<file path="src/u8l9_pkg.sv">
`default_nettype none

package u8l9_pkg;

	localparam int unsigned ByteW = 8;
	localparam int unsigned AccW  = 24;
	localparam int unsigned RemW  = 2;

	localparam logic [ByteW-1:0] LeadMin2   = 8'hC0;
	localparam logic [ByteW-1:0] LeadMin3   = 8'hE0;
	localparam logic [ByteW-1:0] LeadMin4   = 8'hF0;
	localparam logic [ByteW-1:0] QMark      = 8'h3F;
	localparam logic [ByteW-1:0] EuroLatin9 = 8'hA4;
	localparam logic [AccW-1:0]  EuroCode   = 24'h0220AC;

	typedef struct packed {
		logic [ByteW-1:0] in_byte;
		logic             is_last;
	} in_item_t;

	typedef struct packed {
		logic [ByteW-1:0] out_byte;
		logic             end_of_text;
	} out_item_t;

	// Outcome of one byte: whether a result goes out, the result, and the
	// sequence state left behind.
	typedef struct packed {
		logic            emit;
		out_item_t       item;
		logic [RemW-1:0] rem;
		logic [AccW-1:0] acc;
	} step_t;

	// Maps a completed code point onto Latin-9.
	function automatic logic [ByteW-1:0] map_value(input logic [AccW-1:0] v);
		logic [ByteW-1:0] r;
		if (v[AccW-1:ByteW] == '0) begin
			r = v[ByteW-1:0];
		end else if (v == EuroCode) begin
			r = EuroLatin9;
		end else begin
			r = QMark;
		end
		return r;
	endfunction

endpackage

`default_nettype wire

</file>
<file path="src/utf8_to_latin9_decoder.sv">
`default_nettype none

// Channel  Direction  Handshake              Payload
// in       input      in_valid / in_ready    in_item  (in_byte, is_last)
// out      output     out_valid / out_ready  out_item (out_byte, end_of_text)
//
// One byte is taken per cycle unless a full result register stalls the input
// register; its result, if any, moves from the input register to the result
// register once that register can take it, and is offered from there.
// Reset (arst_n low) closes any open sequence and empties both registers.
// While a result waits in the output register, the input register still
// takes one byte; the decode step then holds until the result is taken.
// Lead and middle bytes of a sequence produce no result unless marked last.

module utf8_to_latin9_decoder
	import u8l9_pkg::*;
(
	input  wire logic      clk,
	input  wire logic      arst_n,
	input  wire logic      in_valid,
	output logic           in_ready,
	input  wire in_item_t  in_item,
	output logic           out_valid,
	input  wire logic      out_ready,
	output out_item_t      out_item
);

	// Input register.
	logic     valid_s1;
	in_item_t item_s1;

	// Sequence state: bytes still expected and the bits gathered so far.
	logic [RemW-1:0] rem_q;
	logic [AccW-1:0] acc_q;

	// Result register.
	logic      out_valid_q;
	out_item_t out_item_q;

	logic  out_free;
	logic  advance;
	step_t nxt;

	// The decode step runs when the input register holds a byte and the result
	// register can take its outcome: empty, or being emptied in this cycle.
	assign out_free = !out_valid_q || out_ready;
	assign advance  = valid_s1 && out_free;
	assign in_ready = !valid_s1 || out_free;

	u8l9_step u_step (
		.item (item_s1),
		.rem  (rem_q),
		.acc  (acc_q),
		.nxt  (nxt)
	);

	always_ff @(posedge clk or negedge arst_n) begin
		if (!arst_n) begin
			valid_s1 <= 1'b0;
		end else if (in_ready) begin
			valid_s1 <= in_valid;
		end
	end

	always_ff @(posedge clk) begin
		if (in_ready && in_valid) begin
			item_s1 <= in_item;
		end
	end

	always_ff @(posedge clk or negedge arst_n) begin
		if (!arst_n) begin
			rem_q <= '0;
			acc_q <= '0;
		end else if (advance) begin
			rem_q <= nxt.rem;
			acc_q <= nxt.acc;
		end
	end

	always_ff @(posedge clk or negedge arst_n) begin
		if (!arst_n) begin
			out_valid_q <= 1'b0;
		end else if (out_free) begin
			out_valid_q <= advance && nxt.emit;
		end
	end

	always_ff @(posedge clk) begin
		if (advance && nxt.emit) begin
			out_item_q <= nxt.item;
		end
	end

	assign out_valid = out_valid_q;
	assign out_item  = out_item_q;

	// The last byte of a text always leaves the decoder idle.
	a_last_closes: assert property (@(posedge clk) disable iff (!arst_n)
		advance && item_s1.is_last |=> rem_q == '0)
		else $error("sequence left open after last byte");

	// A plain byte outside a sequence comes out unchanged on the next edge.
	a_passthrough: assert property (@(posedge clk) disable iff (!arst_n)
		advance && rem_q == '0 && item_s1.in_byte < LeadMin2
		|=> out_valid_q && out_item_q.out_byte == $past(item_s1.in_byte))
		else $error("plain byte not passed through");

	// A byte held back by a full result register is not dropped.
	a_stage_holds: assert property (@(posedge clk) disable iff (!arst_n)
		valid_s1 && !out_free |=> valid_s1 && $stable(item_s1))
		else $error("stalled input register lost its byte");

	// Every result that closes the text is taken from an item marked last.
	a_end_marked: assert property (@(posedge clk) disable iff (!arst_n)
		advance && nxt.emit && nxt.item.end_of_text |-> item_s1.is_last)
		else $error("end of text flagged on a byte not marked last");

endmodule

`default_nettype wire

</file>
<file path="src/u8l9_step.sv">
`default_nettype none

module u8l9_step
	import u8l9_pkg::*;
(
	input  wire in_item_t        item,
	input  wire logic [RemW-1:0] rem,
	input  wire logic [AccW-1:0] acc,
	output step_t                nxt
);

	logic [AccW-1:0] acc_shift;
	logic [RemW-1:0] rem_dec;

	assign acc_shift = {acc[AccW-7:0], item.in_byte[5:0]};
	assign rem_dec   = rem - RemW'(1);

	always_comb begin
		nxt.emit        = 1'b0;
		nxt.item        = '{out_byte: QMark, end_of_text: item.is_last};
		nxt.rem         = rem;
		nxt.acc         = acc;
		if (rem == '0) begin
			if (item.in_byte < LeadMin2) begin
				// Plain byte outside any sequence passes through.
				nxt.emit          = 1'b1;
				nxt.item.out_byte = item.in_byte;
			end else begin
				nxt.acc = AccW'(item.in_byte[5:0]);
				if (item.in_byte >= LeadMin4) begin
					nxt.rem = RemW'(3);
				end else if (item.in_byte >= LeadMin3) begin
					nxt.rem = RemW'(2);
				end else begin
					nxt.rem = RemW'(1);
				end
			end
		end else begin
			nxt.acc = acc_shift;
			nxt.rem = rem_dec;
			if (rem_dec == '0) begin
				nxt.emit          = 1'b1;
				nxt.item.out_byte = map_value(acc_shift);
			end
		end
		// A sequence still open at the end of the text collapses to one '?'.
		if (!nxt.emit && item.is_last) begin
			nxt.emit             = 1'b1;
			nxt.item.out_byte    = QMark;
			nxt.item.end_of_text = 1'b1;
			nxt.rem              = '0;
			nxt.acc              = '0;
		end
	end

endmodule

`default_nettype wire

</file>
<file path="config.mk">
export PLATFORM = sky130hd
export DESIGN_NAME = utf8_to_latin9_decoder
export DESIGN_NICKNAME = d
export VERILOG_FILES = /design/src/u8l9_pkg.sv /design/src/utf8_to_latin9_decoder.sv /design/src/u8l9_step.sv
export SDC_FILE = /design/constraint.sdc
export NUM_CORES = 1
export LEC_CHECK = 0
export ABC_AREA = 1
export BUFFER_PORTS_ARGS = -buffer_cell sky130_fd_sc_hd__buf_2
export CORE_UTILIZATION = 57
export CTS_CLUSTER_DIAMETER = 100
export DETAILED_ROUTE_END_ITERATION = 8
export GPL_ROUTABILITY_DRIVEN = 0
export MAX_ROUTING_LAYER = met4
export PLACE_DENSITY = 0.89
export SLEW_MARGIN = 20
export SYNTH_ARGS = -nofsm -noshare
export SYNTH_HDL_FRONTEND = slang
export SYNTH_SLANG_ARGS = --single-unit
</file>
<file path="constraint.sdc">
create_clock -name clk -period 1.53 [get_ports clk]
set_input_delay 0.306 -clock clk [delete_from_list [all_inputs] [get_ports clk]]
set_output_delay 0.306 -clock clk [all_outputs]
set_load 0.01 [all_outputs]
</file>
* Word level (Yosys, flattened, before mapping)
Index checks and enable logic that the tools add are counted.
** Word-level totals
- ROM bits :: 0
- Memories :: 0
- Bits in writable memories :: 0
- Register bits after elaboration :: 40
- Input bits :: 13
- Latch bits :: 0
- Word-level logic and storage cells :: 37
** Cells by class
- Reduce and logical (&&, ||, !) cells :: 13
- Equality and inequality tests :: 2
- Bitwise logic cells :: 0
- Magnitude comparators :: 3
- Add/subtract/negate cells :: 1
- Multiply operators :: 0
- Divide/modulo/power cells :: 0
- Muxes and demuxes :: 10
- Shift operators :: 0
** Operator list (number)
- $mux 26 :: 2
- $mux 36 :: 1
- $mux 9 :: 3
- $eq 24x18->1 const B :: 1
- $ge 8x8->1 const B :: 2
- $logic_not 16->1 :: 1
- $mux 8 :: 2
- $lt 8x8->1 const B :: 1
- $logic_and 1x1->1 :: 4
- $logic_not 2->1 :: 2
- $mux 2 :: 2
- $logic_not 1->1 :: 3
- $ne 3x3->1 const B :: 1
- $logic_or 1x1->1 :: 2
- $reduce_and 2->1 :: 1
- $sub 2x1->2 const B :: 1

* Longest topological paths before layout
- Word-level depth :: 9
- Depth in mapped cells :: 8
- Depth with buffers taken out :: 8

* Hierarchy
A second synthesis with hierarchy kept.
** Second synthesis, totals
- Cell total of the unflattened synthesis :: 333
- Area total of the unflattened synthesis :: 2547.4 um^2
** Modules (own cells, without submodules)
- utf8_to_latin9_decoder :: area an instance 1691.6 um^2, times used 1, cells each 142, sequential area each 1241.2 um^2
- u8l9_step :: area an instance 855.8 um^2, times used 1, cells each 191, sequential area each 0.0 um^2

* Worst setup path after synthesis
OpenSTA, ideal clock, no wires.
- Path kind :: reg-to-reg
- From :: register rem_q[1]
- To :: register out_item_q (netlist bit out_item[0]), enable pin
- Setup time :: 0.329 ns
- Clock period less this slack :: 1.401 ns
- Data arrival time :: 1.072 ns
- Cell stages (with the launch flop) :: 6
- Setup slack :: 0.129 ns
- Cells stage by stage :: dfrtp_1 > nor2_2 > nand2_4 > nand2_1 > o21ai_0 > inv_1
** On the way
- Cells in the longest elaborated chain, start to end :: 8
- Elaborated cells on any way between the ends :: 9
- Those cells by class :: add/sub (1); mux (3); reduce/logical (5)
** Ends and longest elaborated chain
- start, declared :: RTL line utf8_to_latin9_decoder.sv:33 : logic [RemW-1:0] rem_q;
- start signal, assigned :: RTL line utf8_to_latin9_decoder.sv:76 : rem_q <= nxt.rem;
- $sub 2x1->2 :: RTL line u8l9_step.sv:16 : assign rem_dec = rem - RemW'(1);
- $logic_not 2->1 :: RTL line u8l9_step.sv:41 : if (rem_dec == '0) begin
- $mux 9 :: RTL line u8l9_step.sv:41
- $mux 9 (*) :: RTL line u8l9_step.sv:23 : if (rem == '0) begin
- $logic_not 1->1 :: RTL line u8l9_step.sv:47 : if (!nxt.emit && item.is_last) begin
- $logic_and 1x1->1 :: RTL line u8l9_step.sv:47
- $mux 36 (*) :: RTL line u8l9_step.sv:47
- $logic_and 1x1->1 (*) :: RTL line utf8_to_latin9_decoder.sv:90 : if (advance && nxt.emit) begin
- end signal, assigned :: RTL line utf8_to_latin9_decoder.sv:91 : out_item_q <= nxt.item;
- end, declared :: RTL line utf8_to_latin9_decoder.sv:38 : out_item_t out_item_q;
Mark *: on every way between the ends. The rest lies on a longest branch, timed or not.
A chain may end at the register's enable or synchronous reset.

* Final worst setup path
- From :: register acc_q[6]
- To :: register out_item_q (netlist bit out_item[2]) (data pin)
** On the way
- Cells in the longest elaborated chain, start to end :: 5
- Elaborated cells on any way between the ends :: 6
- Those cells by class :: eq/ne (1); mux (4); reduce/logical (1)
** Ends and longest elaborated chain
- start, declared :: RTL line utf8_to_latin9_decoder.sv:34 : logic [AccW-1:0] acc_q;
- start signal, assigned :: RTL line utf8_to_latin9_decoder.sv:77 : acc_q <= nxt.acc;
- $eq 24x18->1 :: RTL line u8l9_pkg.sv:40 : end else if (v == EuroCode) begin
- $mux 8 :: RTL line u8l9_pkg.sv:40
- $mux 8 (*) :: RTL line u8l9_pkg.sv:38 : if (v[AccW-1:ByteW] == '0) begin
- $mux 9 (*) :: RTL line u8l9_step.sv:41
- $mux 9 (*) :: RTL line u8l9_step.sv:23
Marks and branches as above.

==> results_dict.tcl <==
set metrics [dict create \
    place_inst 265 \
    tightest_slew_ns 0.508 \
    drive_above_1_share 0.261 \
    final_nets 242 \
    io_buffers 23 \
    fin_area_um2 2200 \
    power_mw 4.45 \
    cts.clk_slew.worst_paths_ns 0.11 \
    synth_top_area_cell "dfrtp_1" \
    core_area_um2 3130 \
    cts_max_level 2 \
    root_buffer "clkbuf_4" \
    ys_seq_area_frac 0.565 \
    p_per_area_nw_per_um2 2020 \
    min_period_ns 1.48 \
    drt-initial-drc-count 107 \
    io_pins 24 \
    slew_headroom 0.661 \
    dp_hpwl_um 2610 \
    die_h_um 60.2 \
    startpoint "acc_q[6]$_DFFE_PN0P_" \
    status "completed" \
    reg2reg_from "acc_q[6]$_DFFE_PN0P_" \
    power.leakage_nw 1.02 \
    layoutNonFillerInstCount 274 \
    viasPerCell 5.07 \
    vdd_drop_max_mv 0.967 \
    postRouteAntennaNets 0 \
    area.growth.synth_to_final_pct 14.0 \
    final_max_slew_viol_count 0 \
    ys_top_cells_by_area "dfrtp_1 29%, edfxtp_1 28%, nand2_1 12%" \
    drt_wl_total_um 3440 \
    grt_start_max_net_pins 23 \
    vias 1390 \
    clockBufferDepth 2 \
    syn_area_um2 1930 \
    fp.dieW_um 60.2 \
    wire_per_inst_um 12.6 \
    hp-class "in2reg" \
    grt_pass1_vias 1288 \
    clkLatencyLatePin_ns 0.36 \
    synth_top_area_frac 0.285 \
    rsz0062_at_grt "true" \
    worst_ep_required_time_ns 1.65 \
    endpoint_kind "flip-flop" \
    tritoncts "done" \
    finalCritPeriodShare 0.966 \
    postCtsSetupRepairBufs 0 \
    startpoint_type "flip-flop" \
    syn-num-nets 208 \
    grt_first_pass_wirelength_um 5680 \
    clock_sinks 40 \
    placement_rows 20 \
    ys_ff_latch 40 \
    max_cap_viol_count 0 \
    hold_viol 0 \
    setup_ws_ns 0.0520 \
    insertedDiodeCount 0 \
    final_core_util 0.703 \
    dieArea_um2 3620 \
    grt_use_total 0.231 \
    placed_area_um2 2100 \
    post-place-ws_ns 0.0601 \
    grt_overflow 0 \
    fin_skew_ns 0.0174 \
    antenna_found_initial 0 \
    ys.warnings.count 0 \
    arrival_ns 1.60 \
    cts_buffers 5 \
    syn_inst 195 \
    worstSetupPathType "reg2reg" \
    avgSynthCellArea_um2 9.89 \
    hp-start "in_item[5]" \
    finalSetupViolCount 0 \
    start_util 0.617 \
    drt-pass1-iter-count 4 \
    route.detailed.drc 0 \
    synth.distinct_cells 23 \
    fmax_mhz 677 \
    crit_fanout 4 \
]
## path summary, 6_finish.rpt
kind / to / slack, ns / cells past startpoint
min reg2reg: acc_q[13]$_DFFE_PN0P_ / 0.50 / 2
max reg2reg: out_item[2]$_SDFFCE_PP1P_ / 0.05 / 6
max: out_item[2]$_SDFFCE_PP1P_ / 0.05 / 6
min: item_s1[5]$_DFFE_PP_ / 0.12 / 1
max in group asynchronous: rem_q[1]$_DFFE_PN0P_ / 0.73 / 2
min in group asynchronous: acc_q[15]$_DFFE_PN0P_ / 0.43 / 2
## synth_stat cells (all sizes together)
| cell | count |
|---|---|
| nand2 | 64 |
| inv | 29 |
| dfrtp | 22 |
| edfxtp | 18 |
| nor2 | 16 |
| nand3 | 13 |
| o21ai | 12 |
| o22ai | 10 |
| buf | 3 |
| nand4 | 2 |
| a21boi | 1 |
| a21oi | 1 |
| clkbuf | 1 |
| clkinv | 1 |
| nor3 | 1 |
| o31ai | 1 |
## final cells by class
type	count	area, um2
fillers	230	928
well taps	44	55.1
flip-flops and latches	40	1090
multi-input cells	121	674
inverters	30	125
clock buffers	5	37.5
clock inverters	3	37.5
repair buffers	31	178
## per-stage QoR
stage                     hold WS [ns]  setup TNS (ns)
final                            0.122               0
after CTS                        0.107               0
after floorplan                 0.0104               0
after global routing             0.105         -0.0130
after global placement           0.294               0
after detailed placement         0.298               0
## cell families after synthesis
family	Yosys count	share of synthesized area
AND/OR/NAND/NOR	96	0.231
flip-flops	40	0.566
buffers and inverters	34	0.0914
AO/OA/AOI/OAI	25	0.112
## power breakdown
| part | switching (mW) | internal (mW) |
|---|---|---|
| clock | 0.327 | 0.334 |
| sequential | 0.233 | 1.50 |
| combinational | 1.28 | 0.771 |
| total | 1.84 | 2.61 |
## critical path, cell delays in order (launching register included)
cell and delay [ns]:
dfrtp_1 0.42, nor2_1 0.18, nand3_1 0.10, nor2_1 0.24, nand3_2 0.15, nand2_1 0.10
nand2_1 0.05
## repair_timing
action,in CTS,in global routing
hold buffers,1,0
resized for setup,0,7
hold endpoints to repair,22,0
endpoints found under the setup margin,0,33
## registers in the layout (all words and copies together) (netlist names)
name and flops:
out_item 9, item_s1 9, rem_q 2, valid_s1 1, out_valid 1, acc_q 18
## routing by layer
metal	vias up	part of all wire	routed length, um	global-route usage
met3	10	0.043	148	0.0584
met1	646	0.43	1460	0.274
met2	42	0.50	1730	0.366
li1	692	-	-	-
met4	0	0.028	96	0.110
met5	-	0	0	-
## cell usage in the layout (no fill, tap or decap), types with 2 or more instances in the layout
cell	netlist	layout
nand3_1	12	11
buf_4	1	7
nor2_1	14	13
nand2_1	61	61
o22ai_2	10	10
inv_2	2	3
nand2_8	2	2
o21ai_0	12	10
o21ai_1	0	2
clkbuf_4	0	5
nor2_4	1	2
edfxtp_1	18	18
nand4_1	2	2
inv_1	27	26
buf_2	0	23
dfrtp_1	22	21
clkinv_1	0	2
Note: power is estimated with default switching activity, not from simulation.
